## config.mk

```make
export PLATFORM = sky130hd
export DESIGN_NAME = tccs_div
export DESIGN_NICKNAME = d
export VERILOG_FILES = /design/src/rtl/core/tccs_pkg.sv /design/src/rtl/core/tccs_div.sv
export SDC_FILE = /design/constraint.sdc
export NUM_CORES = 2
export LEC_CHECK = 0
export BUFFER_PORTS_ARGS = -buffer_cell sky130_fd_sc_hd__buf_4
export CAP_MARGIN = 20
export CORE_MARGIN = 8
export CORE_UTILIZATION = 38
export CTS_BUF_LIST = sky130_fd_sc_hd__clkbuf_4 sky130_fd_sc_hd__clkbuf_8
export DETAILED_ROUTE_END_ITERATION = 12
export GPL_TIMING_DRIVEN = 0
export PLACE_DENSITY = 0.55
export SLEW_MARGIN = 5
export SYNTH_ARGS = -nofsm -noshare
export SYNTH_HDL_FRONTEND = slang
export SYNTH_SLANG_ARGS = --single-unit
```

## constraint.sdc

```tcl
create_clock -name clk -period 9.7 [get_ports clk]
set_input_delay 1.94 -clock clk [delete_from_list [all_inputs] [get_ports clk]]
set_output_delay 1.94 -clock clk [all_outputs]
set_load 0.05 [all_outputs]
```

## src/rtl/core/tccs_pkg.sv

```systemverilog
// tccs_pkg: shared widths, constants, status codes and the arctan table
// for the tilt-compensated compass pipeline; depends on nothing
package tccs_pkg;

  localparam int RAW_W      = 16;
  localparam int WIDE_W     = 24;
  localparam int CFG_W      = 7;
  localparam int Q15_W      = 16;
  localparam int RATIO_W    = 31;
  localparam int SQRT_STEPS = 16;
  localparam int ANG_W      = 26;
  localparam int ATAN_LEN   = 24;

  localparam logic [CFG_W-1:0]   TILT_RESET = 7'd40;
  localparam logic [Q15_W-1:0]   Q15_MAX    = 16'd32767;
  localparam logic [RATIO_W-1:0] Q30_ONE    = 31'h4000_0000;

  localparam logic signed [ANG_W-1:0] HALF_TURN = 26'sd11796480;
  localparam logic signed [ANG_W-1:0] FULL_TURN = 26'sd23592960;

  localparam int HEAD_WRAP = 3600;
  localparam int SECT_LO   = 250;
  localparam int SECT_HI   = 3400;
  localparam int SECT_STEP = 450;

  localparam logic [1:0] ST_OK   = 2'd0;
  localparam logic [1:0] ST_TILT = 2'd1;
  localparam logic [1:0] ST_ZERO = 2'd2;

  function automatic logic signed [ANG_W-1:0] atan_entry(input int i);
    case (i)
      0:  return 26'sd2949120;
      1:  return 26'sd1740967;
      2:  return 26'sd919879;
      3:  return 26'sd466945;
      4:  return 26'sd234379;
      5:  return 26'sd117304;
      6:  return 26'sd58666;
      7:  return 26'sd29335;
      8:  return 26'sd14668;
      9:  return 26'sd7334;
      10: return 26'sd3667;
      11: return 26'sd1833;
      12: return 26'sd917;
      13: return 26'sd458;
      14: return 26'sd229;
      15: return 26'sd115;
      16: return 26'sd57;
      17: return 26'sd29;
      18: return 26'sd14;
      19: return 26'sd7;
      20: return 26'sd4;
      21: return 26'sd2;
      22: return 26'sd1;
      default: return '0;
    endcase
  endfunction

endpackage

```

## src/rtl/core/tccs_div.sv

```systemverilog
// tccs_div: pipelined restoring divider, floor(num * 2^30 / den), one bit per stage
// depends on tccs_pkg
module tccs_div #(
  parameter int NW     = 32,
  parameter int SIDE_W = 1
) (
  input  logic              clk,
  input  logic              rst_n,
  input  logic              en,
  input  logic              vld_i,
  input  logic [NW-1:0]     num_i,
  input  logic [NW-1:0]     den_i,
  input  logic [SIDE_W-1:0] side_i,
  output logic              vld_o,
  output logic [tccs_pkg::RATIO_W-1:0] q_o,
  output logic [SIDE_W-1:0] side_o
);

  localparam int STG = tccs_pkg::RATIO_W;
  localparam int QW  = tccs_pkg::RATIO_W;

  logic [NW:0]       rem_r  [STG];
  logic [NW-1:0]     den_r  [STG];
  logic [QW-1:0]     q_r    [STG];
  logic [SIDE_W-1:0] side_r [STG];
  logic [STG-1:0]    vld_r;

  for (genvar k = 0; k < STG; k++) begin : g_stg
    logic [NW:0]       cur;
    logic [NW-1:0]     dc;
    logic [QW-1:0]     qc;
    logic [SIDE_W-1:0] sc;
    logic              vc;
    logic [NW:0]       rem_nxt;
    logic [QW-1:0]     q_nxt;

    if (k == 0) begin : g_first
      assign cur = {1'b0, num_i};
      assign dc  = den_i;
      assign qc  = '0;
      assign sc  = side_i;
      assign vc  = vld_i;
    end else begin : g_next
      assign cur = {rem_r[k-1][NW-1:0], 1'b0};
      assign dc  = den_r[k-1];
      assign qc  = {q_r[k-1][QW-2:0], 1'b0};
      assign sc  = side_r[k-1];
      assign vc  = vld_r[k-1];
    end

    always_comb begin
      if (cur >= {1'b0, dc}) begin
        rem_nxt = cur - {1'b0, dc};
        q_nxt   = qc | {{(QW-1){1'b0}}, 1'b1};
      end else begin
        rem_nxt = cur;
        q_nxt   = qc;
      end
    end

    always_ff @(posedge clk) begin
      if (!rst_n) begin
        vld_r[k] <= 1'b0;
      end else if (en) begin
        vld_r[k] <= vc;
      end
    end

    always_ff @(posedge clk) begin
      if (en) begin
        rem_r[k]  <= rem_nxt;
        den_r[k]  <= dc;
        q_r[k]    <= q_nxt;
        side_r[k] <= sc;
      end
    end
  end

  assign vld_o  = vld_r[STG-1];
  assign q_o    = q_r[STG-1];
  assign side_o = side_r[STG-1];

endmodule

```

======== Yosys cells after proc, flatten, opt, wreduce, memory -nomap -nowiden ========
Memories as Yosys holds them, arrays and structs flattened.
Cells that the tools add are included.
cells by class
  eq/ne operators ......................... 0
  bitwise gates (word level) .............. 0
  add/sub/neg operators ................... 31
  div/mod/pow operators ................... 0
  muxes and demuxes ....................... 64
  reductions and logical operators ........ 0
  multipliers ............................. 0
  shift operators ......................... 0
  order comparisons ....................... 31
operators by type and width
  operator                                                        count
  33-bit two-way mux                                              31
  33-bit by 32-bit greater-or-equal comparator with 1-bit output  30
  33-bit by 32-bit subtractor with 33-bit output                  30
  1-bit two-way mux                                               33
  32-bit by 32-bit subtractor with 33-bit output                  1
  32-bit greater-or-equal comparator                              1
storage, ports and cells
  output and inout port bits .............. 33
  ROM bits ................................ 0
  logic and storage cells ................. 161
  bits in latches ......................... 0
  memory bits (writable) .................. 3007
  register bits after elaboration ......... 31
  memories kept ........................... 4
memory list
  name    words  bits a word  read ports  clocked after memory_dff  write ports  RTL line        RTL
  rem_r   31     33           30          0                         31           tccs_div.sv:22  logic [NW:0] rem_r [STG];
  den_r   31     32           30          0                         31           tccs_div.sv:23  logic [NW-1:0] den_r [STG];
  q_r     31     31           31          0                         31           tccs_div.sv:24  logic [QW-1:0] q_r [STG];
  side_r  31     1            31          0                         31           tccs_div.sv:25  logic [SIDE_W-1:0] side_r [STG];

======== Logic depth before layout (Yosys ltp) ========
An unclocked memory read counts as a cell.
  depth in word-level cells ............... 3
  mapped depth ............................ 16
  depth with buffers taken out ............ 13

======== Worst setup path after synthesis ========
OpenSTA, ideal clock, no wires.
  kind .................................... input to register
  start ................................... in num_i[0]
  end ..................................... mem rem_r[0][28] (netlist bit), data pin
  arrival time ............................ 4.819 ns
  required time ........................... 9.439 ns
  cell stages on the path ................. 13
  path slack .............................. 4.620 ns
  path buffers ............................ 0
  setup time .............................. 0.261 ns
  cell sequence ........................... inv_1 -> ha_1 -> fa_1 -> nand2b_1 -> a21boi_0 -> o21ai_0 -> a211oi_1 -> nor3_1 -> nor3_1 -> a211oi_1 -> or3_1 -> and3_1 -> o32a_1
RTL lines
  item             RTL line        RTL
  start, declared  tccs_div.sv:11  input logic [NW-1:0] num_i,
  end, declared    tccs_div.sv:22

==> impl_metrics.env <==
export IMPL_run_status="completed"
export IMPL_synth_warnings=0
export IMPL_dp_final_hpwl_mm=252
export IMPL_p_leak_nw=62.2
export IMPL_vias=91300
export IMPL_postRouteAntennaNets=0
export IMPL_die_w_um=619
export IMPL_min_path_type="flip-flop to flip-flop"
export IMPL_slew_headroom_pct=26.7
export IMPL_ir_worst_vdd_mv=0.162
export IMPL_cp_max_fo=156
export IMPL_power_mw=52.7
export IMPL_die_area_um2=383000
export IMPL_start_util_pct=38.1
export IMPL_syn_inst=12000
export IMPL_switching_share_pct=38.8
export IMPL_power_frac_clock_pct=18.9
export IMPL_fmax_ghz=0.195
export IMPL_hold_viol=0
export IMPL_min_period_over_period_pct=52.8
export IMPL_viasPerCell=5.14
export IMPL_area_growth_pct=11.8
export IMPL_rows=221
export IMPL_sequentialPowerShare_pct=33.7
export IMPL_grt_total_usage_pct=16.8
export IMPL_drv_cap=0
export IMPL_grt_pass1_wl_mm=512
export IMPL_power_density_nw_per_um2=342
export IMPL_ys_flop_type="edfxtp_1"
export IMPL_cpMostUsedCell="buf_16"
export IMPL_power_switching_mw=20.5
export IMPL_io_pins=102
export IMPL_crit_slowest_cell="buf_16"
export IMPL_grtUsageMet3_pct=2.56
export IMPL_worstPathRequired_ps=10390
export IMPL_power_internal_mw=32.2
export IMPL_busiest_layer="met2"
export IMPL_clkTransAtPathRegs_ps=60
export IMPL_drt_iter0_drc=6206
export IMPL_cp_cell_sequence="buf_16 -> buf_16 -> buf_16 -> buf_16 -> buf_16 -> buf_16 -> buf_16"
export IMPL_synth_seq_area_share_pct=53.7
export IMPL_routed_wl_mm=334
export IMPL_use_met1_pct=23.2
export IMPL_comb_power_share_pct=47.4
export IMPL_coreArea_um2=362000
export IMPL_worst_path_dominant_cell_family="buffers and inverters"
export IMPL_cts_setup_buffers=0
export IMPL_cts_buffers=441
export IMPL_synth_seq_cells=2478
export IMPL_grt_max_degree=186
export IMPL_cts_root_buf="clkbuf_8"
export IMPL_rsz0062_at_grt="no"
export IMPL_dieHeight_um=619
export IMPL_use_met2_pct=27.2
export IMPL_antenna_found_initial=13
export IMPL_route_detailed_drc=0
export IMPL_ctsHtreeMaxLevel=5
export IMPL_overflow=0
export IMPL_hold_ws_ps=409
export IMPL_crit_path_start_kind="input pin"
export IMPL_worst_pin_slew_ps=1090
export IMPL_setup_violations=0
export IMPL_ff_latch_area_um2=74100
export IMPL_portBuffers=101
export IMPL_cp_arrival_ps=5810
export IMPL_drv_slew=0
export IMPL_clock_skew_ps=42.8
export IMPL_drive_gt1_share_pct=11.1
export IMPL_critPathMaxStageDelay_ps=550
export IMPL_hold_buffers=0
export IMPL_ys_types=104
export IMPL_grt_pass1_vias=88600
export IMPL_setup_tns_ps=0
export IMPL_fin_util_pct=42.6
export IMPL_routedWlPerCell_um=18.8
export IMPL_nFillCells=34300
export IMPL_nets=13700
export IMPL_place_congestion=0.878
export IMPL_drt_pass1_iter_count=6
export IMPL_tritoncts="yes"
export IMPL_clk_latency_ps=1070
export IMPL_end_kind="flip-flop"
export IMPL_multiInputGateArea_um2=58000
export IMPL_syn_avg_cell_area_um2=11.5
export IMPL_synthArstFlopShare_pct=0
export IMPL_crit_buf_inv=7
export IMPL_ctsLongestPathBuffers=4
export IMPL_finalCriticalPeriod_ps=5120
export IMPL_synth_edf_count=2447
export IMPL_cts_sink_count=2478
export IMPL_syn_area_um2=138000
export IMPL_critical_path_class="input pin to flip-flop"
export IMPL_syn_nets=13100
export IMPL_cts_resized=0
-- area by class of cell --
type	count	area share [%]
repair buffers	120	0.806
plain buffers	243	0.685
well taps	4794	3.89
clock buffers	558	4.53
clock inverters	241	1.28
inverters	1288	3.14
flip-flops and latches	2478	48.1
diodes	9	0.0146
multi-input cells	8038	37.6
-- registers in the layout, summed over array words and instances (netlist names) --
register and flops:
den_r 960, q_r 496, side_r 31, g_stg.vc 30, vld_o 1, rem_r 960
-- stage by stage --
stage | setup WS (ps) | std cells | instance area [um^2]
final | 4580 | 17800 | 154000
after detailed placement | 3360 | 17000 | 145000
after CTS | 4610 | 17800 | 154000
after floorplan | 4620 | 12000 | 138000
after global routing | 4330 | 17800 | 154000
after global placement | -16880 | 16900 | 145000
-- routing by layer --
layer / wire, um / part of all wire [%]
met3: 16100 / 4.8
met1: 155000 / 47
met5: 13 / 0.0039
met2: 151000 / 45
met4: 11000 / 3.3
-- power groups by stage --
stage / registers, mW / logic (mW) / clock network (mW)
2_1_floorplan: 17.0 / 18.8 / 0
3_3_place_gp: 18.5 / 24.7 / 0
3_5_place_dp: 18.0 / 24.7 / 0
4_1_cts: 17.8 / 24.9 / 10.4
5_1_grt: 18.0 / 27.7 / 10.8
6_report: 17.8 / 25.0 / 9.98
-- Yosys cell counts (60+ instances only) --
master | instances | area (um^2)
o21bai_1 | 108 | 811
a31oi_1 | 92 | 576
xnor2_1 | 480 | 4200
a21oi_1 | 1002 | 5010
clkbuf_1 | 167 | 627
nand2_1 | 652 | 2450
mux2_2 | 450 | 5070
a21o_1 | 448 | 3360
ha_1 | 991 | 12400
o21a_1 | 150 | 1130
a211oi_1 | 92 | 691
mux2i_1 | 69 | 691
and3_1 | 78 | 488
xor2_1 | 274 | 2400
o31ai_1 | 79 | 593
inv_1 | 1286 | 4830
or3_1 | 65 | 407
nor3_1 | 166 | 831
nand2b_1 | 127 | 795
edfxtp_1 | 2447 | 73500
nor2b_1 | 178 | 1110
o211ai_1 | 60 | 450
nand3_1 | 201 | 1010
and2_1 | 60 | 375
nor2_1 | 790 | 2970
nand4_1 | 136 | 851
o21ai_0 | 642 | 3210
-- worst register-to-register path: cells and delay by family, from the launching register on --
kind	cells	cell delay [ps]
AO/OA/AOI/OAI	7	2790
AND/OR/NAND/NOR	2	340
flip-flops	1	420
adder cells (fa/ha/maj)	1	230
buffers and inverters	2	740
-- layout by cell type (no fill, tap or decap), types with 65 or more instances in the layout --
| master | synthesis | routed |
|---|---|---|
| nor2b_1 | 178 | 178 |
| xor2_1 | 274 | 274 |
| a211oi_1 | 92 | 92 |
| clkbuf_1 | 167 | 167 |
| nand2_1 | 652 | 652 |
| a21o_1 | 448 | 448 |
| ha_1 | 991 | 991 |
| clkinv_1 | 0 | 104 |
| o31ai_1 | 79 | 79 |
| clkbuf_4 | 0 | 110 |
| nand2b_1 | 127 | 127 |
| nor3_1 | 166 | 166 |
| buf_4 | 17 | 117 |
| o21ai_0 | 642 | 642 |
| nor2_1 | 790 | 790 |
| nand4_1 | 136 | 136 |
| or3_1 | 65 | 65 |
| edfxtp_1 | 2447 | 2447 |
| a21oi_1 | 1002 | 1002 |
| o21bai_1 | 108 | 108 |
| o21a_1 | 150 | 150 |
| a31oi_1 | 92 | 92 |
| clkinv_2 | 0 | 71 |
| xnor2_1 | 480 | 480 |
| mux2i_1 | 69 | 69 |
| clkbuf_8 | 0 | 448 |
| mux2_2 | 450 | 450 |
| nand3_1 | 201 | 201 |
| and3_1 | 78 | 78 |
| inv_1 | 1286 | 1286 |
-- worst paths after layout --
path | startpoint | endpoint | slack, ps | depth (start not counted)
setup / recovery | en | rem_r[1][451] | 4580 | 7
hold / removal | q_r[0][217] | q_r[0][249] | 410 | 0
setup reg to reg | den_r[0][161] | rem_r[0][229] | 4820 | 12
hold reg to reg | q_r[0][217] | q_r[0][249] | 410 | 0
-- kinds of logic (layout without fill, tap and decap cells) --
logic type	Yosys count	in the layout	synth area share, %
AO/OA/AOI/OAI	3097	3097	14.3
XOR/XNOR	754	754	4.79
adder cells (fa/ha/maj)	1021	1021	9.42
AND/OR/NAND/NOR	2612	2612	9.04
multiplexers	554	554	4.48
other	0	9	0
buffers and inverters	1531	2450	4.27
flip-flops	2478	2478	53.7
Note: power is estimated with default switching activity, not from simulation.
