### src/rtl/core/tccs_pkg.sv
// tccs_pkg: shared widths, constants, status codes and the arctan table
// for the tilt-compensated compass pipeline; depends on nothing
package tccs_pkg;

  localparam int RAW_W      = 16;
  localparam int WIDE_W     = 24;
  localparam int CFG_W      = 7;
  localparam int Q15_W      = 16;
  localparam int RATIO_W    = 31;
  localparam int SQRT_STEPS = 16;
  localparam int ANG_W      = 26;
  localparam int ATAN_LEN   = 24;

  localparam logic [CFG_W-1:0]   TILT_RESET = 7'd40;
  localparam logic [Q15_W-1:0]   Q15_MAX    = 16'd32767;
  localparam logic [RATIO_W-1:0] Q30_ONE    = 31'h4000_0000;

  localparam logic signed [ANG_W-1:0] HALF_TURN = 26'sd11796480;
  localparam logic signed [ANG_W-1:0] FULL_TURN = 26'sd23592960;

  localparam int HEAD_WRAP = 3600;
  localparam int SECT_LO   = 250;
  localparam int SECT_HI   = 3400;
  localparam int SECT_STEP = 450;

  localparam logic [1:0] ST_OK   = 2'd0;
  localparam logic [1:0] ST_TILT = 2'd1;
  localparam logic [1:0] ST_ZERO = 2'd2;

  function automatic logic signed [ANG_W-1:0] atan_entry(input int i);
    case (i)
      0:  return 26'sd2949120;
      1:  return 26'sd1740967;
      2:  return 26'sd919879;
      3:  return 26'sd466945;
      4:  return 26'sd234379;
      5:  return 26'sd117304;
      6:  return 26'sd58666;
      7:  return 26'sd29335;
      8:  return 26'sd14668;
      9:  return 26'sd7334;
      10: return 26'sd3667;
      11: return 26'sd1833;
      12: return 26'sd917;
      13: return 26'sd458;
      14: return 26'sd229;
      15: return 26'sd115;
      16: return 26'sd57;
      17: return 26'sd29;
      18: return 26'sd14;
      19: return 26'sd7;
      20: return 26'sd4;
      21: return 26'sd2;
      22: return 26'sd1;
      default: return '0;
    endcase
  endfunction

endpackage

### src/rtl/core/tccs_cordic.sv
// tccs_cordic: pipelined vectoring cordic, atan2(y, x) in 1/65536 degree,
// one pre-rotation stage then one stage per micro-rotation; depends on tccs_pkg
module tccs_cordic #(
  parameter int XW     = 17,
  parameter int STEPS  = 16,
  parameter int SIDE_W = 1
) (
  input  logic                 clk,
  input  logic                 rst_n,
  input  logic                 en,
  input  logic                 vld_i,
  input  logic signed [XW-1:0] x_i,
  input  logic signed [XW-1:0] y_i,
  input  logic [SIDE_W-1:0]    side_i,
  output logic                 vld_o,
  output logic signed [tccs_pkg::ANG_W-1:0] z_o,
  output logic [SIDE_W-1:0]    side_o
);

  localparam int IW = XW + 2;
  localparam int AW = tccs_pkg::ANG_W;
  localparam int NS = (STEPS > tccs_pkg::ATAN_LEN) ? tccs_pkg::ATAN_LEN : STEPS;

  logic signed [IW-1:0] x_r    [NS+1];
  logic signed [IW-1:0] y_r    [NS+1];
  logic signed [AW-1:0] z_r    [NS+1];
  logic [SIDE_W-1:0]    side_r [NS+1];
  logic [NS:0]          zero_r;
  logic [NS:0]          vld_r;

  logic signed [IW-1:0] x0_nxt;
  logic signed [IW-1:0] y0_nxt;
  logic signed [AW-1:0] z0_nxt;

  // fold the left half-plane onto the right
  always_comb begin
    x0_nxt = IW'(x_i);
    y0_nxt = IW'(y_i);
    z0_nxt = '0;
    if (x_i < 0) begin
      z0_nxt = (y_i >= 0) ? tccs_pkg::HALF_TURN : -tccs_pkg::HALF_TURN;
      x0_nxt = -IW'(x_i);
      y0_nxt = -IW'(y_i);
    end
  end

  always_ff @(posedge clk) begin
    if (!rst_n) begin
      vld_r[0] <= 1'b0;
    end else if (en) begin
      vld_r[0] <= vld_i;
    end
  end

  always_ff @(posedge clk) begin
    if (en) begin
      x_r[0]    <= x0_nxt;
      y_r[0]    <= y0_nxt;
      z_r[0]    <= z0_nxt;
      zero_r[0] <= (x_i == 0) && (y_i == 0);
      side_r[0] <= side_i;
    end
  end

  for (genvar k = 1; k <= NS; k++) begin : g_stg
    logic signed [IW-1:0] xs;
    logic signed [IW-1:0] ys;
    logic signed [IW-1:0] x_nxt;
    logic signed [IW-1:0] y_nxt;
    logic signed [AW-1:0] z_nxt;

    always_comb begin
      xs = x_r[k-1] >>> (k - 1);
      ys = y_r[k-1] >>> (k - 1);
      if (y_r[k-1] > 0) begin
        x_nxt = x_r[k-1] + ys;
        y_nxt = y_r[k-1] - xs;
        z_nxt = z_r[k-1] + tccs_pkg::atan_entry(k - 1);
      end else begin
        x_nxt = x_r[k-1] - ys;
        y_nxt = y_r[k-1] + xs;
        z_nxt = z_r[k-1] - tccs_pkg::atan_entry(k - 1);
      end
    end

    always_ff @(posedge clk) begin
      if (!rst_n) begin
        vld_r[k] <= 1'b0;
      end else if (en) begin
        vld_r[k] <= vld_r[k-1];
      end
    end

    always_ff @(posedge clk) begin
      if (en) begin
        x_r[k]    <= x_nxt;
        y_r[k]    <= y_nxt;
        z_r[k]    <= z_nxt;
        zero_r[k] <= zero_r[k-1];
        side_r[k] <= side_r[k-1];
      end
    end
  end

  assign vld_o  = vld_r[NS];
  assign side_o = side_r[NS];
  assign z_o    = zero_r[NS] ? '0 : z_r[NS];

endmodule

### config.mk
export PLATFORM = sky130hd
export DESIGN_NAME = tccs_cordic
export DESIGN_NICKNAME = d
export VERILOG_FILES = /design/src/rtl/core/tccs_pkg.sv /design/src/rtl/core/tccs_cordic.sv
export SDC_FILE = /design/constraint.sdc
export NUM_CORES = 2
export LEC_CHECK = 0
export BUFFER_PORTS_ARGS = -buffer_cell sky130_fd_sc_hd__buf_2
export CORE_MARGIN = 2
export CORE_UTILIZATION = 45
export CTS_BUF_LIST = sky130_fd_sc_hd__clkbuf_8
export DETAILED_ROUTE_END_ITERATION = 10
export SYNTH_ARGS = -nofsm -noshare
export SYNTH_HDL_FRONTEND = slang
export SYNTH_SLANG_ARGS = --single-unit
### constraint.sdc
create_clock -name clk -period 5.8 [get_ports clk]
set_clock_uncertainty 0.05 [all_clocks]
set_input_delay 0.87 -clock clk [delete_from_list [all_inputs] [get_ports clk]]
set_output_delay 0.87 -clock clk [all_outputs]
set_load 0.01 [all_outputs]
### Yosys cells after proc, flatten, opt, wreduce, memory -nomap -nowiden

Memory sizes are Yosys's and may differ from the RTL's.
Cells that the tools add are included.

* flip-flop bits (word level): 34
* bits in writable memories: 1105
* output and inout port bits: 28
* memories: 4
* word-level logic and storage cells: 211
* input port bits: 39

* $add $sub $neg: 97
* multiplexer cells: 55
* reductions and logical operators: 3
* $lt $le $gt $ge: 18

Memories
* z_r: words 17, width 26, rd ports 17, clocked after Yosys merged registers in 0, write ports 17, RTL line tccs_cordic.sv:26 `logic signed [AW-1:0] z_r [NS+1];`
* x_r: words 17, width 19, rd ports 16, clocked after Yosys merged registers in 0, write ports 17, RTL line tccs_cordic.sv:24 `logic signed [IW-1:0] x_r [NS+1];`
* y_r: words 17, width 19, rd ports 16, clocked after Yosys merged registers in 0, write ports 17, RTL line tccs_cordic.sv:25 `logic signed [IW-1:0] y_r [NS+1];`
* side_r: words 17, width 1, rd ports 17, clocked after Yosys merged registers in 0, write ports 17, RTL line tccs_cordic.sv:27 `logic [SIDE_W-1:0] side_r [NS+1];`

Operators by type and width (count)
* 19-bit 2-to-1 mux: 34
* 26-bit 2-to-1 mux: 19
* 19-bit by 1-bit greater-than comparator with 1-bit output (second input constant): 16
* 32-bit zero test: 2
* 19-bit by 10-bit adder with 19-bit output: 2
* 19-bit by 11-bit adder with 19-bit output: 2
* 19-bit by 12-bit adder with 19-bit output: 2
* 19-bit by 13-bit adder with 19-bit output: 2
* 19-bit by 14-bit adder with 19-bit output: 2
* 19-bit by 15-bit adder with 19-bit output: 2
* 19-bit by 16-bit adder with 19-bit output: 2
* 19-bit by 17-bit adder with 19-bit output: 2
* 19-bit by 18-bit adder with 19-bit output: 2
* 19-bit by 4-bit adder with 19-bit output: 2
* 19-bit by 5-bit adder with 19-bit output: 2
* 19-bit by 6-bit adder with 19-bit output: 2
* 19-bit by 7-bit adder with 19-bit output: 2
* 19-bit by 8-bit adder with 19-bit output: 2
* 19-bit by 9-bit adder with 19-bit output: 2
* 17-bit negator with 19-bit output: 2
* 19-bit by 10-bit subtractor with 19-bit output: 2
* 19-bit by 11-bit subtractor with 19-bit output: 2
* 19-bit by 12-bit subtractor with 19-bit output: 2
* 19-bit by 13-bit subtractor with 19-bit output: 2
* 49 further kinds: 62

### Logic depth before layout (Yosys ltp)

* depth in word-level cells: 3
* gate-level depth with buffers: 24
* mapped depth without buffers: 23

### Worst setup path after synthesis

No wires, ideal clock.

* path kind: reg2reg
* start point: mem y_r[0][285] in the netlist's numbering
* end point: mem z_r[0][441] in the netlist's numbering, data pin
* period minus slack after synthesis: 5.961 ns
* stages on the path, launching flop included: 16
* buffers on the path: 0
* setup time: 0.261 ns
* data required time: 5.489 ns
* setup slack: -0.161 ns
* data arrival time: 5.651 ns
* cell sequence: edfxtp_1 -> or4_1 -> o41ai_1 -> inv_1 -> ha_1 -> o21a_1 -> o21a_1 -> o21ai_0 -> a21oi_1 -> nor3_1 -> o31ai_1 -> o41ai_1 -> nor2_1 -> o31a_1 -> nor2_1 -> xnor2_1

RTL lines (RTL line)
* start, declared: tccs_cordic.sv:25
* end, declared: tccs_cordic.sv:26

==> impl_metrics.csv <==
group,metric,value,unit
worst_setup_path,path_class,"reg -> reg",
cts,clkSinkCount,998,
timing,setup_violations,0,
cts,htreeDepth,4,
global_route,grt_remaining_overflow,0,
detailed_routing,met2_length,92400,um
global_route,grt_max_degree,144,
worst_setup_path,reg2regPathDepth,19,
synthesis,synth-simple-area-share,0.127,
worst_setup_path,cp_slowest_cell,"or4_1",
timing,slew_headroom,0.314,
detailed_routing,route.detailed.drc,0,
synthesis,async_reset_ff_frac,0,
placement,routabilityCongestion,0.907,
worst_setup_path,reg2reg_to,"y_r[0][75]",
global_route,grt_usage,0.206,
worst_hold_path,hp-start,"x_i[0]",
placement,placed_cells,9866,
worst_setup_path,worstReg2RegStart,"y_r[0][47]",
detailed_routing,drtIter0Drc,3335,
worst_setup_path,regToRegSetupSlack,0.40,ns
floorplan,die_y,415,um
worst_hold_path,holdPathStages,1,
floorplan,die-width,415,um
synthesis,ys_seq_area_frac,0.391,
detailed_routing,wl_per_cell,17.7,um
timing,period_share,0.932,
floorplan,core_area,0.168,mm2
synthesis,synth.most_common_cell,"edfxtp_1",
synthesis,synthAdderAreaFrac,0.160,
timing,max_freq,0.185,GHz
worst_setup_path,path_cells,"or4_1, nor4_4, nand3_1, or3_1, nor2b_2, nand2_1, o21ai_0, fa_1, a21o_1, a21oi_1, o21bai_1, a21oi_1, o21bai_1, a211oi_1, o21ai_0, nand2_1, o2111ai_1, a21oi_1, xnor2_1",
placement,dp_hpwl,142000,um
detailed_routing,routed_wl,181000,um
synthesis,synth_common_cells,"981 x edfxtp_1, 915 x ha_1, 753 x xnor2_1, 649 x a21oi_1, 550 x nor2_1",
worst_setup_path,cp_data_arrival_time,6.02,ns
synthesis,synthXorXnorAreaFrac,0.119,
detailed_routing,dr_wl_met3,6120,um
synthesis,synth-seq-cells,998,
cts,cts_tree,"built",
synthesis,synth_top_family_by_area,"compound AO/OA/AOI/OAI gates",
worst_setup_path,crit_path_start_kind,"flop",
cts,cts.clk_slew.worst_paths,0.06,ns
global_route,antenna_found_initial,1,
global_route,grt_pass1_vias,55800,
cts,root_buffer,"clkbuf_8",
worst_setup_path,setup.worst_path.end_class,"flop",
outcome,outcome,"finished, final reports clean",
synthesis,synth_compound_area_frac,0.168,
placement,port_buffers,65,
floorplan,initial_utilization,0.454,
worst_setup_path,cp_slowest_stage_delay,0.65,ns
cts,clkLatencyLatePin,0.92,ns
worst_setup_path,cp_top_family,"simple AND/OR/NAND/NOR gates",
synthesis,muxShareOfSynthArea,0.00616,
synthesis,synthDistinctLibCells,88,
floorplan,io_pins,67,
synthesis,synth_edf_count,981,
synthesis,synthTopCellsByArea,"edfxtp_1 39%, ha_1 15%, xnor2_1 8.7%",
synthesis,yosysWarnings,0,
cells_and_area,fillers,15300,
detailed_routing,wl_met1,75800,um
synthesis,synthFlopType,"edfxtp_1",
cells_and_area,layout-drive-gt1-share,0.0661,
detailed_routing,ant_nets,0,
detailed_routing,via_per_inst,5.56,
cells_and_area,final_net_count,8840,
cts,clockBufferDepth,3,
detailed_routing,vias,56700,
timing,period_needed,5.40,ns
worst_setup_path,worst-path-max-fanout,14,
cts,numCtsBuffers,182,
detailed_routing,dr.pass1.iters,6,
timing,worst_slew_pin_slew,1.02,ns
synthesis,syn-instance-count,7614,
synthesis,syn_area_per_cell,10.0,um2
synthesis,synth.cell_area,0.0761,mm2
worst_hold_path,worstHoldEndpoint,"x_r[0][0]",
cells_and_area,area_delta_synth_final,9.49,%
cells_and_area,layout.cells.non_filler,10200,
detailed_routing,routed.top_layer,"met4",
synthesis,synth_top_area_frac,0.387,
timing,hold_viol_final,0,
worst_hold_path,min_path_type,"in -> reg",
floorplan,num_rows,150,
worst_setup_path,crit_buf_inv,0,
global_route,grt_pass1_wl,289000,um
timing,slew_violations,0,
floorplan,die-area,0.172,mm2
synthesis,yosys.area.top_type,"edfxtp_1",
worst_setup_path,crit_path_frequent_cell,"a21oi_1",
worst_setup_path,crit_required,6.41,ns
job,drv_cap,0,
==> worst max path at each step <==
stage | cells after the start | end | from
after floorplan | 22 | z_r[0][126] | y_r[0][66]
after global placement | 20 | z_r[0][126] | y_r[0][66]
after detailed placement | 19 | z_r[0][126] | y_r[0][66]
after CTS | 19 | y_r[0][75] | y_r[0][47]
after global routing | 19 | y_r[0][75] | y_r[0][47]
final | 19 | y_r[0][75] | y_r[0][47]
==> through the flow <==
stage                     hold slack, ns  setup TNS (ns)  cell area, um2  utilization  setup slack [ns]
after floorplan                    0.350               0           76200            -             0.110
after global placement             0.352               0           79600        0.475             0.174
after detailed placement           0.355               0           79600        0.475            0.0493
after CTS                        0.00810               0           83300        0.497             0.120
after global routing              0.0583        -0.00592           83400        0.497          -0.00592
final                              0.122               0           83400        0.497             0.396
==> layout make-up <==
cell class	instances	area [um2]	area share
multi-input cells	6046	44300	0.531
flip-flops and latches	998	29800	0.357
well taps	2204	2760	0.0331
clock buffers	188	2590	0.0310
inverters	472	1770	0.0213
clock inverters	149	1120	0.0134
repair buffers	148	1030	0.0123
diodes	2	5.00	0.0000600
==> what timing repair did <==
item | 4_1_cts | 5_1_grt
pin swaps | 0 | 1
buffers inserted | 0 | 1
resized for setup | 1 | 16
hold buffers | 1 | 0
endpoints found under the hold margin | 1 | 0
endpoints found under the setup margin | 1 | 39
==> placed cells by master (no fill, tap or decap), types with 53 or more instances in the layout <==
cell type  count
o21a_1        75
nand2b_1      53
inv_1        512
and3_1        69
buf_2         64
o21bai_1     151
o31ai_1       84
clkbuf_8     188
o21ai_0      379
a21oi_1      647
nor3_1       225
a211oi_1      57
buf_4         76
or3_1         66
nor4_1        57
xnor2_1      753
a21o_1       222
a31oi_1       61
nor2_1       549
nand2_1      471
edfxtp_1     981
nand3_1      157
nor2b_1      150
ha_1         915
xor2_1       279
==> metal layers <==
metal / up-vias / track usage
li1: 28500 / -
met1: 26700 / 0.242
met2: 1072 / 0.380
met3: 383 / 0.0263
met4: 0 / 0.0810
met5: - / 0
==> sequential cells by signal, summed over array words and instances, names as in the netlist <==
signal,count
x_r,270
vld_r,16
vld_o,1
side_r,17
zero_r,17
z_r,373
y_r,304
==> worst reg2reg max path, stage by stage, from the launching register on <==
cell	delay (ns)
edfxtp_1	0.43
or4_1	0.65
nor4_4	0.30
nand3_1	0.20
or3_1	0.42
nor2b_2	0.31
nand2_1	0.13
o21ai_0	0.18
fa_1	0.51
a21o_1	0.17
a21oi_1	0.24
o21bai_1	0.10
a21oi_1	0.25
o21bai_1	0.13
a211oi_1	0.36
o21ai_0	0.21
nand2_1	0.14
o2111ai_1	0.13
a21oi_1	0.18
xnor2_1	0.08
==> logic make-up after synthesis <==
logic type,Yosys count
adders and majority gates,953
buffers and inverters,572
other,1
DFF,998
AOI/OAI and AO/OA,2014
muxes,46
and+or+nand+nor,1998
xor gates and xnor gates,1032
Power is left out: the tool's default activity adds up to more than one toggle a clock period on the data nets, which glitch-free logic cannot reach.
