<file path="src/rtl/core/tccs_pkg.sv">
// tccs_pkg: shared widths, constants, status codes and the arctan table
// for the tilt-compensated compass pipeline; depends on nothing
package tccs_pkg;

  localparam int RAW_W      = 16;
  localparam int WIDE_W     = 24;
  localparam int CFG_W      = 7;
  localparam int Q15_W      = 16;
  localparam int RATIO_W    = 31;
  localparam int SQRT_STEPS = 16;
  localparam int ANG_W      = 26;
  localparam int ATAN_LEN   = 24;

  localparam logic [CFG_W-1:0]   TILT_RESET = 7'd40;
  localparam logic [Q15_W-1:0]   Q15_MAX    = 16'd32767;
  localparam logic [RATIO_W-1:0] Q30_ONE    = 31'h4000_0000;

  localparam logic signed [ANG_W-1:0] HALF_TURN = 26'sd11796480;
  localparam logic signed [ANG_W-1:0] FULL_TURN = 26'sd23592960;

  localparam int HEAD_WRAP = 3600;
  localparam int SECT_LO   = 250;
  localparam int SECT_HI   = 3400;
  localparam int SECT_STEP = 450;

  localparam logic [1:0] ST_OK   = 2'd0;
  localparam logic [1:0] ST_TILT = 2'd1;
  localparam logic [1:0] ST_ZERO = 2'd2;

  function automatic logic signed [ANG_W-1:0] atan_entry(input int i);
    case (i)
      0:  return 26'sd2949120;
      1:  return 26'sd1740967;
      2:  return 26'sd919879;
      3:  return 26'sd466945;
      4:  return 26'sd234379;
      5:  return 26'sd117304;
      6:  return 26'sd58666;
      7:  return 26'sd29335;
      8:  return 26'sd14668;
      9:  return 26'sd7334;
      10: return 26'sd3667;
      11: return 26'sd1833;
      12: return 26'sd917;
      13: return 26'sd458;
      14: return 26'sd229;
      15: return 26'sd115;
      16: return 26'sd57;
      17: return 26'sd29;
      18: return 26'sd14;
      19: return 26'sd7;
      20: return 26'sd4;
      21: return 26'sd2;
      22: return 26'sd1;
      default: return '0;
    endcase
  endfunction

endpackage

</file>
<file path="src/rtl/core/tccs_sqrt.sv">
// tccs_sqrt: pipelined integer square root of a value up to 2^30, two bits per stage,
// result saturated to the q1.15 maximum; depends on tccs_pkg
module tccs_sqrt #(
  parameter int SIDE_W = 1
) (
  input  logic              clk,
  input  logic              rst_n,
  input  logic              en,
  input  logic              vld_i,
  input  logic [tccs_pkg::RATIO_W-1:0] v_i,
  input  logic [SIDE_W-1:0] side_i,
  output logic              vld_o,
  output logic [tccs_pkg::Q15_W-1:0] root_o,
  output logic [SIDE_W-1:0] side_o
);

  localparam int STG = tccs_pkg::SQRT_STEPS;
  localparam int VW  = tccs_pkg::RATIO_W;
  localparam int RW  = VW + 1;

  logic [VW-1:0]     val_r  [STG];
  logic [RW-1:0]     res_r  [STG];
  logic [SIDE_W-1:0] side_r [STG];
  logic [STG-1:0]    vld_r;

  for (genvar k = 0; k < STG; k++) begin : g_stg
    localparam logic [RW-1:0] BIT = RW'(1) << (VW - 1 - 2 * k);
    logic [VW-1:0]     vc;
    logic [RW-1:0]     rc;
    logic [SIDE_W-1:0] sc;
    logic              vldc;
    logic [RW-1:0]     trial;
    logic [VW-1:0]     val_nxt;
    logic [RW-1:0]     res_nxt;

    if (k == 0) begin : g_first
      assign vc   = v_i;
      assign rc   = '0;
      assign sc   = side_i;
      assign vldc = vld_i;
    end else begin : g_next
      assign vc   = val_r[k-1];
      assign rc   = res_r[k-1];
      assign sc   = side_r[k-1];
      assign vldc = vld_r[k-1];
    end

    always_comb begin
      trial = rc + BIT;
      if ({1'b0, vc} >= trial) begin
        val_nxt = vc - trial[VW-1:0];
        res_nxt = (rc >> 1) + BIT;
      end else begin
        val_nxt = vc;
        res_nxt = rc >> 1;
      end
    end

    always_ff @(posedge clk) begin
      if (!rst_n) begin
        vld_r[k] <= 1'b0;
      end else if (en) begin
        vld_r[k] <= vldc;
      end
    end

    always_ff @(posedge clk) begin
      if (en) begin
        val_r[k]  <= val_nxt;
        res_r[k]  <= res_nxt;
        side_r[k] <= sc;
      end
    end
  end

  assign vld_o  = vld_r[STG-1];
  assign side_o = side_r[STG-1];
  assign root_o = (res_r[STG-1] > RW'(tccs_pkg::Q15_MAX)) ? tccs_pkg::Q15_MAX
                                                          : res_r[STG-1][tccs_pkg::Q15_W-1:0];

endmodule

</file>
<file path="config.mk">
export PLATFORM = sky130hd
export DESIGN_NAME = tccs_sqrt
export DESIGN_NICKNAME = d
export VERILOG_FILES = /design/src/rtl/core/tccs_pkg.sv /design/src/rtl/core/tccs_sqrt.sv
export SDC_FILE = /design/constraint.sdc
export NUM_CORES = 1
export LEC_CHECK = 0
export BUFFER_PORTS_ARGS = -buffer_cell sky130_fd_sc_hd__buf_2
export CORE_MARGIN = 10
export CORE_UTILIZATION = 63
export CTS_CLUSTER_DIAMETER = 40
export DETAILED_ROUTE_END_ITERATION = 12
export GPL_TIMING_DRIVEN = 1
export PLACE_DENSITY = 0.81
export SETUP_SLACK_MARGIN = 0.3
export SLEW_MARGIN = 20
export SYNTH_ARGS = -nofsm -noshare
export SYNTH_HDL_FRONTEND = slang
export SYNTH_SLANG_ARGS = --single-unit
export TNS_END_PERCENT = 20
</file>
<file path="constraint.sdc">
create_clock -name clk -period 2.9 [get_ports clk]
set_input_delay 0.58 -clock clk [delete_from_list [all_inputs] [get_ports clk]]
set_output_delay 0.58 -clock clk [all_outputs]
set_load 0.1 [all_outputs]
</file>
== After elaboration in Yosys (flattened, before gate mapping) ==
Memory sizes are Yosys's and may differ from the RTL's.
Index checks and enable logic that the tools add are counted.

* Memories kept: 3
* Output and inout port bits: 18
* Memory bits (writable): 1024
* Register bits after elaboration: 16

{| class="wikitable"
|+ Memory list
! name !! words !! bits a word !! read ports !! clocked after Yosys merged registers in !! wr ports !! line !! RTL
|-
| res_r || 16 || 32 || 16 || 0 || 16 || tccs_sqrt.sv:22 || <nowiki>logic [RW-1:0] res_r [STG];</nowiki>
|-
| val_r || 16 || 31 || 15 || 0 || 16 || tccs_sqrt.sv:21 || <nowiki>logic [VW-1:0] val_r [STG];</nowiki>
|-
| side_r || 16 || 1 || 16 || 0 || 16 || tccs_sqrt.sv:23 || <nowiki>logic [SIDE_W-1:0] side_r [STG];</nowiki>
|}

* Magnitude comparators: 17
* Add/sub/neg operators: 46
* Multiplexer cells: 35

{| class="wikitable"
|+ Operators with widths
! kind !! number
|-
| two-way mux 31 bit || 17
|-
| >= comparator 31 x 32 -> 1 bit || 15
|-
| two-way mux 32 bit || 15
|-
| subtractor 31 bit || 15
|-
| adder 31 x 1 -> 32 bit (second input constant) || 1
|-
| adder 31 x 11 -> 32 bit (second input constant) || 1
|-
| adder 31 x 13 -> 32 bit (second input constant) || 1
|-
| adder 31 x 15 -> 32 bit (second input constant) || 1
|-
| adder 31 x 17 -> 32 bit (second input constant) || 1
|-
| adder 31 x 19 -> 32 bit (second input constant) || 1
|-
| adder 31 x 21 -> 32 bit (second input constant) || 1
|-
| adder 31 x 23 -> 32 bit (second input constant) || 1
|-
| adder 31 x 25 -> 32 bit (second input constant) || 1
|-
| adder 31 x 27 -> 32 bit (second input constant) || 1
|-
| adder 31 x 29 -> 32 bit (second input constant) || 1
|-
| adder 31 x 3 -> 32 bit (second input constant) || 1
|-
| adder 31 x 5 -> 32 bit (second input constant) || 1
|-
| adder 31 x 7 -> 32 bit (second input constant) || 1
|-
| adder 31 x 9 -> 32 bit (second input constant) || 1
|-
| adder 32 x 1 -> 32 bit (second input constant) || 1
|-
| adder 32 x 11 -> 32 bit (second input constant) || 1
|-
| adder 32 x 13 -> 32 bit (second input constant) || 1
|-
| adder 32 x 15 -> 32 bit (second input constant) || 1
|-
| adder 32 x 17 -> 32 bit (second input constant) || 1
|-
| 15 further kinds || 16
|}

== Longest topological paths before layout ==
Gate-level depths: netlist of the first run.
An unclocked memory read counts as a cell.

* Depth after elaboration: 4
* Gate-level depth with buffers: 13

== Worst setup path after synthesis of the first run ==
No wires, ideal clock.

* Path kind: flip-flop to flip-flop
* From: memory val_r[1][170] (netlist bit)
* To: memory val_r[1][207] (netlist bit), data pin
* Data arrival time: 2.421 ns
* Slack: 0.216 ns
* Path buffers: 3
* Library setup time: 0.263 ns
* Period minus slack after synthesis: 2.684 ns
* Data required time: 2.637 ns
* Cell stages (with the launch flop): 12
* Path through: edfxtp_1 > ha_1 > clkbuf_1 > a21oi_1 > o21ai_0 > a21o_1 > a2111oi_0 > and3_1 > buf_6 > buf_6 > nor2_1 > xor2_1

{| class="wikitable"
|+ RTL lines
! item !! line
|-
| from (decl) || tccs_sqrt.sv:21
|}

==> impl_metrics.toml, run 1 <==
[die]
die_w_um = 237
start_util = 0.636
coreArea_mm2 = 0.0465
die_h_um = 237
io_pins = 54
row_count = 79
die_area_mm2 = 0.0560

[logic_synthesis]
netlist_top_cells_area = "edfxtp_1 63%, ha_1 6.3%, xor2_1 2.5%"
syn_area_mm2 = 0.0296
synth_flop_cell = "edfxtp_1"
synth_largest_area_cell = "edfxtp_1"
netlist_instances = 2275
synth_edf_count = 617
yosysSeqAreaShare = 0.637
synth_top_area_share = 0.627
ys_types = 84
ys_ff_latch = 633
synthArstFlopShare = 0
avgSynthCellArea_um2 = 13.0
yosysWarnings = 0

[setup_path]
critPathCaptureType = "register"
reg2reg_slack_ns = 0.09
path_cells = "ha_1, and3_1, nand3_2, and3_4, o311a_4, or4_4, xnor2_1"
critPathMaxFanout = 5
crit_path_top_delay_cell = "or4_4"
startpoint_type = "register"
arrival_ns = 3.15
worstPathRequired_ns = 3.25
worstSetupPathType = "reg -> reg"
critPathMaxStageDelay_ns = 0.49

[power_and_ir_drop]
p_leak_nw = 13.3
swShare = 0.279
p_int_w = 0.0192
peakVddDrop_v = 0.000774
pwr-share-comb = 0.181
power.total_w = 0.0266
power.share.clock = 0.357
p_per_area_mw_per_mm2 = 764
p_sw_w = 0.00743
seqPwrFrac = 0.462

[job]
maxCapViolations = 0

[global_routing]
antenna_found_initial = 0
grt_max_degree = 134
grt_overflow = 0
grt_pass1_vias = 19000
track_usage = 0.221
grt_pass1_wl_um = 99400

[detailed_routing]
wl_um = 64100
drt_iter0_drc = 1438
antenna_left = 0
viasPerCell = 6.00
dr.pass1.iters = 5
vias = 18900
wire_per_inst_um = 20.3
drc = 0

[timing]
hold_viol_final = 0
worstMarginPinSlew_ns = 0.726
fmaxAchievable_ghz = 0.356
setup_viol = 0
rsz0062_at_grt = "yes"
relSlewSlack = 0.511
post-route-period-util = 0.969
holdWs_ns = 0.114
slew_violations = 0
final.setup_skew_ns = 0.0459
fin_crit_ns = 2.81

[finish]
nets = 2673
ff_latch_area_mm2 = 0.0188
multi_input_area_mm2 = 0.0106
antenna_cells = 0
final_cell_mix = "617 x edfxtp_1, 175 x inv_1, 133 x nor2_1, 128 x a21oi_1, 127 x ha_1"
final_common_cell = "edfxtp_1"
final_util = 0.749
drive_gt1_frac = 0.183
areaGrowthSynthToFinish_pct = 17.7
postLayoutCellArea_mm2 = 0.0348
fill_cells = 2828

[clock_network]
h-tree-depth = 3
clkLatencyLatePin_ns = 0.64
clk_pin_slew_ns = 0.06
cts_max_path_buffers = 3
clkSinkCount = 633
cts_tree = "yes"
cts_buffers = 78
cts_root_buf = "clkbuf_16"

[placed_design]
hpwlAfterDp_um = 42700
portBuffers = 52
place_congestion = 0.909
post_dp_cell_area_mm2 = 0.0310

[outcome]
status = "complete, no violations"

[min_path]
hold_class = "in -> reg"
[metrics by stage]
stage	TNS (ns)	cells	worst slack (ns)
CTS	0	3123	0.0716
global placement	-0.00466	2957	-0.00466
global route	0	3157	0.0300
floorplan	0	2276	0.294
detailed placement	-0.328	2957	-0.109
finish	0	3157	0.0909
[worst max-delay path, delay by kind of cell, from the launching register on]
| family | cells | cell delay, ns |
|---|---|---|
| AO/OA/AOI/OAI | 1 | 0.40 |
| XOR/XNOR | 1 | 0.14 |
| adder cells (fa/ha/maj) | 1 | 0.41 |
| flip-flops | 1 | 0.47 |
| AND/OR/NAND/NOR | 4 | 1.12 |
[cell usage after synthesis, drive strengths merged (6+ instances only)]
master  instances
and3           11
mux2i          21
nor4b          15
a21o           30
nor4           61
or3            22
o211ai         11
nor2          141
nor2b          38
ha            148
inv           183
o21a           35
clkbuf         29
o31ai          13
dfxtp          16
mux2           22
a21oi         142
nand3b          8
and4            6
xor2           85
nand3          36
or4            13
a21boi          6
xnor2          83
nand2b         26
nand4b          9
nor3           66
o21bai         10
or2            20
o21ai         105
edfxtp        617
nand2         126
a211oi         10
buf            16
nand4          24
[flip-flops by register name, summed over array words and instances, names as in the netlist]
register	cells
g_stg.vldc	15
res_r	136
side_r	16
val_r	465
vld_o	1
[cells by family (layout without fill, tap and decap cells)]
kind of cell / count (synthesis) / count (layout) / share of synthesized area
simple gates: 642 / 642 / 0.117
flops: 633 / 633 / 0.637
compound gates: 411 / 411 / 0.0862
buf+inv: 228 / 502 / 0.0309
xor+xnor: 168 / 168 / 0.0498
fa+ha+maj: 149 / 149 / 0.0633
mux: 43 / 43 / 0.0155
other cells: 1 / 2 / 0.000127
[layout make-up]
type | instances | area share
Sequential cell | 633 | 0.542
Multi-Input combinational cell | 1415 | 0.303
Clock buffer | 91 | 0.0590
Timing Repair Buffer | 177 | 0.0391
Tap cell | 607 | 0.0218
Inverter | 183 | 0.0202
Clock inverter | 51 | 0.0151
[final timing paths]
kind | startpoint | endpoint | depth (start not counted)
worst min-delay path | side_i | side_r[0][0]$_DFFE_PP_ | 1
worst min register to register | side_r[0][2]$_DFFE_PP_ | side_r[0][3]$_DFFE_PP_ | 0
worst max register to register | val_r[1][105]$_DFFE_PP_ | val_r[1][149]$_DFFE_PP_ | 7
worst max-delay path | val_r[1][105]$_DFFE_PP_ | val_r[1][149]$_DFFE_PP_ | 7
[power by group through the flow]
stage / Sequential (W) / Clock (W) / Combinational, W
floorplan: 0.0121 / 0 / 0.00317
global placement: 0.0124 / 0 / 0.00423
detailed placement: 0.0124 / 0 / 0.00435
CTS: 0.0123 / 0.00966 / 0.00450
global route: 0.0124 / 0.0100 / 0.00531
finish: 0.0123 / 0.00949 / 0.00481
[routing by layer]
layer,track usage,wire length [µm],vias to the layer above
li1,-,-,8924
met1,0.244,24400,9279
met2,0.413,34500,561
met3,0.0350,2490,178
met4,0.0953,2670,0
met5,0,0,-
[timing repair]
action,CTS,global route
gates cloned,0,2
endpoints found under the setup margin,164,210
setup buffers,24,32
resized for setup,54,111
hold buffers,0,0
pin swaps,16,24
No activity file was read; power rests on OpenSTA's default activity.
==> run 2: changes to the inputs <==
--- a/config.mk
+++ b/config.mk
@@ -5,13 +5,14 @@
 export SDC_FILE = /design/constraint.sdc
 export NUM_CORES = 1
 export LEC_CHECK = 0
+export ABC_AREA = 1
 export BUFFER_PORTS_ARGS = -buffer_cell sky130_fd_sc_hd__buf_2
 export CORE_MARGIN = 10
-export CORE_UTILIZATION = 63
+export CORE_UTILIZATION = 64
 export CTS_CLUSTER_DIAMETER = 40
 export DETAILED_ROUTE_END_ITERATION = 12
 export GPL_TIMING_DRIVEN = 1
-export PLACE_DENSITY = 0.81
+export PLACE_DENSITY = 0.82
 export SETUP_SLACK_MARGIN = 0.3
 export SLEW_MARGIN = 20
 export SYNTH_ARGS = -nofsm -noshare
==> run 2 against run 1 <==
Effect of this change:
- worst hold slack improved by 0.0071 ns
- clock power rose by 11%
- synthesized cell count rose by 65%
- maximum frequency rose by 11%
- first-iteration DRC count rose by 67%
- critical path type unchanged
- critical endpoint is now val_r[1][101]$_DFFE_PP_
- largest power group unchanged
==> impl_metrics.toml, run 2 <==
[outcome]
status = "complete, no violations"

[detailed_routing]
viasPerCell = 5.49
dr.pass1.iters = 6
wire_per_inst_um = 17.1
drc = 0
vias = 25500
antenna_left = 0
wl_um = 79300
drt_iter0_drc = 2403

[logic_synthesis]
netlist_top_cells_area = "edfxtp_1 55%, nand2_1 13%, inv_1 6.7%"
ys_ff_latch = 633
ys_types = 53
yosys-top-cells-count = "1170 x nand2_1, 617 x edfxtp_1, 607 x inv_1"
synth_most_common_cell = "nand2_1"
synth_flop_cell = "edfxtp_1"
netlist_instances = 3747
synthArstFlopShare = 0
avgSynthCellArea_um2 = 9.04
synth_top_area_share = 0.547
yosysSeqAreaShare = 0.557
synth_largest_area_cell = "edfxtp_1"
yosysWarnings = 0
synth_edf_count = 617
syn_area_mm2 = 0.0339

[finish]
nets = 4075
antenna_cells = 0
drive_gt1_frac = 0.0874
stdcell_count = 4648
postLayoutCellArea_mm2 = 0.0380
regMostFlops = "val_r"
final_util = 0.724
final_common_cell = "nand2_1"
areaGrowthSynthToFinish_pct = 12.2
final_cell_mix = "1170 x nand2_1, 617 x edfxtp_1, 607 x inv_1, 364 x nor2_1, 216 x nand3_1"
largest_reg_flops = 465
reg.largest.list = "val_r x465, res_r x136, side_r x16"

[timing]
setup_viol = 0
post-route-period-util = 0.873
slew_violations = 0
hold_viol_final = 0
final.setup_skew_ns = 0.0279
finalSetupTns_ns = 0
worstMarginPinSlew_ns = 0.765
fmaxAchievable_ghz = 0.395
rsz0062_at_grt = "yes"
relSlewSlack = 0.484
fin_crit_ns = 2.53

[min_path]
hold_depth = 1
hold_class = "in -> reg"
min_to = "val_r[0][9]$_DFFE_PP_"
min_from = "v_i[9]"

[setup_path]
reg2reg_slack_ns = 0.37
critPathMaxStageDelay_ns = 0.42
crit_path_top_delay_cell = "edfxtp_1"
critPathCaptureType = "register"
critPathMaxFanout = 12
startpoint_type = "register"
crit_buf_inv = 2
crit_family = "simple AND/OR/NAND/NOR gates"
r2r_cells = 13
worstSetupPathType = "reg -> reg"
worstPathRequired_ns = 3.27
r2r-start = "val_r[1][72]$_DFFE_PP_"
crit_path_frequent_cell = "nand2_1"
rr_endpoint = "val_r[1][101]$_DFFE_PP_"
path_cells = "ha_1, nand2_1, inv_1, nand2_1, nand3_2, nand2_1, nand2_1, nand2_1, nand2_1, nor2_4, inv_1, nand2_1, nand2_1"
arrival_ns = 2.90

[placed_design]
post_dp_cell_area_mm2 = 0.0351
dp_cells = 4491
place_congestion = 0.972
portBuffers = 52
hpwlAfterDp_um = 58000

[power_and_ir_drop]
peakVddDrop_v = 0.000732
swShare = 0.315
power.share.clock = 0.360
power.total_w = 0.0291
pwr-share-comb = 0.215
p_per_area_mw_per_mm2 = 765
p_leak_nw = 17.0
seqPwrFrac = 0.424
p_int_w = 0.0199
p_sw_w = 0.00916

[global_routing]
antenna_found_initial = 0
grt_pass1_vias = 24800
grt_max_degree = 97
grt_pass1_wl_um = 127000
track_usage = 0.250
grt_overflow = 0

[die]
die_w_um = 250
start_util = 0.646
coreArea_mm2 = 0.0524
die_h_um = 250
row_count = 84
io_pins = 54
die_area_mm2 = 0.0625

[clock_network]
clkLatencyLatePin_ns = 0.63
clkSinkCount = 633
clk_pin_slew_ns = 0.06
cts_buffers = 83
cts_max_path_buffers = 3
cts_root_buf = "clkbuf_16"
h-tree-depth = 3
cts_tree = "yes"

[job]
maxCapViolations = 0
-- run 2: logic make-up after synthesis --
logic type               after synthesis  share of synthesized area
AND/OR/NAND/NOR                     1964                      0.244
buffers and inverters                646                     0.0759
flip-flops                           633                      0.557
AO/OA/AOI/OAI                        260                     0.0438
adder cells (fa/ha/maj)              149                     0.0553
XOR/XNOR                              94                     0.0243
other                                  1                   0.000111
-- run 2: layout make-up --
type / instances / area [µm²]
clock inverter: 64 / 744
tap: 688 / 861
clock buffer: 91 / 2140
multi-input combinational: 2470 / 12500
sequential: 633 / 18800
timing repair buffer: 85 / 618
fill: 3678 / 14400
inverter: 617 / 2330
-- run 2: how the worst max path moves through the flow --
stage                                 start                       to  slack [ns]  cells after the start
finish               val_r[1][72]$_DFFE_PP_  val_r[1][101]$_DFFE_PP_        0.37                     13
CTS                 res_r[1][135]$_DFFE_PP_  val_r[1][164]$_DFFE_PP_        0.33                     13
detailed placement   val_r[1][72]$_DFFE_PP_  val_r[1][111]$_DFFE_PP_        0.31                     13
global route         val_r[1][72]$_DFFE_PP_  val_r[1][113]$_DFFE_PP_        0.22                     13
floorplan           val_r[1][172]$_DFFE_PP_  val_r[1][205]$_DFFE_PP_        0.93                      8
global placement     res_r[1][53]$_DFFE_PP_   val_r[1][82]$_DFFE_PP_        0.35                     10
-- run 2: timing repair --
item | in CTS | in global routing
buffers inserted | 0 | 1
pin swaps | 1 | 1
setup endpoints to repair | 3 | 68
gates resized for setup | 0 | 3
hold buffers | 0 | 0
cloned | 1 | 0
-- run 2: metrics by stage --
stage / hold slack, ns / setup WS, ns
CTS: 0.0873 / 0.325
finish: 0.121 / 0.369
global route: 0.0908 / 0.220
detailed placement: 0.405 / 0.311
global placement: 0.400 / 0.351
floorplan: 0.400 / 0.932
-- run 2: per-layer routing --
| layer | track usage | routed length [µm] | part of all wire |
|---|---|---|---|
| met1 | 0.311 | 32500 | 0.41 |
| met2 | 0.433 | 39300 | 0.50 |
| met3 | 0.0388 | 4770 | 0.060 |
| met4 | 0.0969 | 2780 | 0.035 |
| met5 | 0 | 0 | 0 |
-- run 2: worst reg2reg max path, cell delays in order, from the launching register on --
cell and delay [ns]:
edfxtp_1 0.42, ha_1 0.40, nand2_1 0.09, inv_1 0.06, nand2_1 0.07, nand3_2 0.11
nand2_1 0.08, nand2_1 0.09, nand2_1 0.10, nand2_1 0.15, nor2_4 0.34, inv_1 0.21
nand2_1 0.10, nand2_1 0.06
-- run 2: power by group through the flow --
stage                     sequential (W)  clock (W)  combinational [W]
final                             0.0123     0.0105            0.00626
after global routing              0.0124     0.0110            0.00709
after CTS                         0.0123     0.0106            0.00619
after detailed placement          0.0125          0            0.00608
after global placement            0.0125          0            0.00596
after floorplan                   0.0121          0            0.00461
==> run 3: changes to the inputs <==
==> constraint.sdc (replaced) <==
create_clock -name clk -period 2.9 [get_ports clk]
set_input_delay 0.29 -clock clk [delete_from_list [all_inputs] [get_ports clk]]
set_output_delay 0.29 -clock clk [all_outputs]
set_load 0.1 [all_outputs]
==> run 3 against run 2 <==
Effect of this change:
- combinational power about the same
- clock skew increased by 0.0034 ns
- non-clock buffer count increased by 27
- die area unchanged
- first-iteration DRC count increased by 1.9%
- cell area increased by 0.90%
- critical path type unchanged
- largest cell class unchanged
- largest power group unchanged
==> impl_metrics.toml, run 3 (same netlist as run 2, synthesis figures left out) <==
[power_and_ir_drop]
peakVddDrop_v = 0.000616
p_leak_nw = 17.1
p_per_area_mw_per_mm2 = 766

[detailed_routing]
dr.pass1.iters = 7
antenna_left = 0
drc = 0
wire_per_inst_um = 17.4
vias = 25600
wl_um = 81200
viasPerCell = 5.48
drt_iter0_drc = 2448

[finish]
reg.largest.list = "val_r x465, res_r x136, side_r x16"
drive_gt1_frac = 0.0825
ff_latch_area_mm2 = 0.0188
areaGrowthSynthToFinish_pct = 13.2
regMostFlops = "val_r"
multi_input_area_mm2 = 0.0125
nets = 4104
final_common_cell = "nand2_1"
antenna_cells = 0
fill_cells = 3669
stdcell_count = 4676
largest_reg_flops = 465
final_cell_mix = "1170 x nand2_1, 617 x edfxtp_1, 607 x inv_1, 365 x nor2_1, 216 x nand3_1"

[clock_network]
cts_max_path_buffers = 3
clkLatencyLatePin_ns = 0.64
h-tree-depth = 3
cts_root_buf = "clkbuf_16"
cts_tree = "yes"
clkSinkCount = 633
clk_pin_slew_ns = 0.06
cts_buffers = 85

[job]
maxCapViolations = 0

[die]
io_pins = 54
start_util = 0.646
die_area_mm2 = 0.0625
row_count = 84
die_w_um = 250
die_h_um = 250
coreArea_mm2 = 0.0524

[setup_path]
reg2reg_slack_ns = 0.42
arrival_ns = 2.83
worstSetupPathType = "reg -> reg"
critPathMaxFanout = 15
startpoint_type = "register"
critPathCaptureType = "register"
worstPathRequired_ns = 3.25

[global_routing]
track_usage = 0.257
antenna_found_initial = 0
grt_pass1_wl_um = 130000
grt_max_degree = 151
grt_overflow = 0
grt_pass1_vias = 25200

[timing]
hold_viol_final = 0
final.setup_skew_ns = 0.0313
rsz0062_at_grt = "yes"
post-route-period-util = 0.855
finalSetupTns_ns = 0
fmaxAchievable_ghz = 0.403
setup_viol = 0
slew_violations = 0
relSlewSlack = 0.412
fin_crit_ns = 2.48
worstMarginPinSlew_ns = 0.883

[placed_design]
place_congestion = 0.969
portBuffers = 52
hpwlAfterDp_um = 57500
dp_cells = 4481

[min_path]
hold_class = "in -> reg"

[outcome]
status = "complete, no violations"
[run 3: layout make-up]
| type | instances | share of cell area |
|---|---|---|
| Clock inverter | 56 | 0.0195 |
| Tap cell | 688 | 0.0225 |
| Timing Repair Buffer | 112 | 0.0234 |
| Multi-Input combinational cell | 2470 | 0.325 |
| Clock buffer | 100 | 0.0572 |
| Inverter | 617 | 0.0607 |
| Sequential cell | 633 | 0.492 |
[run 3: where the power goes]
| group | leakage [nW] | total [W] | switching, W | internal [W] |
|---|---|---|---|---|
| clock network | 1.42 | 0.0108 | 0.00419 | 0.00659 |
| logic | 9.64 | 0.00624 | 0.00410 | 0.00214 |
| registers | 6.06 | 0.0124 | 0.000843 | 0.0115 |
| total | 17.1 | 0.0294 | 0.00913 | 0.0203 |
[run 3: critical path, cell delays in order, from the launching register on]
cell and delay, ns:
edfxtp_1 0.42, ha_1 0.38, a21oi_1 0.28, nor2_1 0.10, nor2_1 0.12, nand2b_1 0.08
nor2_1 0.47, buf_12 0.22, o21ai_0 0.13
[run 3: worst paths after layout]
path,from,end,cells past startpoint
worst max-delay path,val_r[0][236]$_DFFE_PP_,val_r[1][16]$_DFFE_PP_,8
worst min-delay path,v_i[0],val_r[0][0]$_DFFE_PP_,2
worst max register to register,val_r[0][236]$_DFFE_PP_,val_r[1][16]$_DFFE_PP_,8
worst min register to register,side_r[0][7]$_DFFE_PP_,side_r[1][0]$_DFFE_PP_,0
[run 3: per-stage QoR]
stage / hold slack [ns] / utilization / power, W / setup slack [ns] / cell area [µm²]
6_report: 0.346 / 0.731 / 0.0294 / 0.420 / 38300
3_5_place_dp: 0.406 / 0.667 / 0.0185 / 0.337 / 35000
4_1_cts: 0.324 / 0.730 / 0.0293 / 0.313 / 38300
3_3_place_gp: 0.402 / 0.667 / 0.0184 / 0.422 / 35000
5_1_grt: 0.332 / 0.731 / 0.0308 / 0.233 / 38300
2_1_floorplan: 0.389 / - / 0.0167 / 0.932 / 33900
[run 3: timing repair]
| action | CTS | global route |
|---|---|---|
| hold buffers | 36 | 0 |
| setup endpoints to repair | 0 | 55 |
| endpoints found under the hold margin | 45 | 0 |
| buffers inserted | 0 | 2 |
| gates resized for setup | 0 | 3 |
[run 3: layer usage]
layer | global-route usage | vias up | share of wire
li1 | - | 12600 | -
met1 | 0.321 | 11800 | 0.41
met2 | 0.439 | 964 | 0.49
met3 | 0.0381 | 246 | 0.059
met4 | 0.109 | 0 | 0.040
met5 | 0 | - | 0
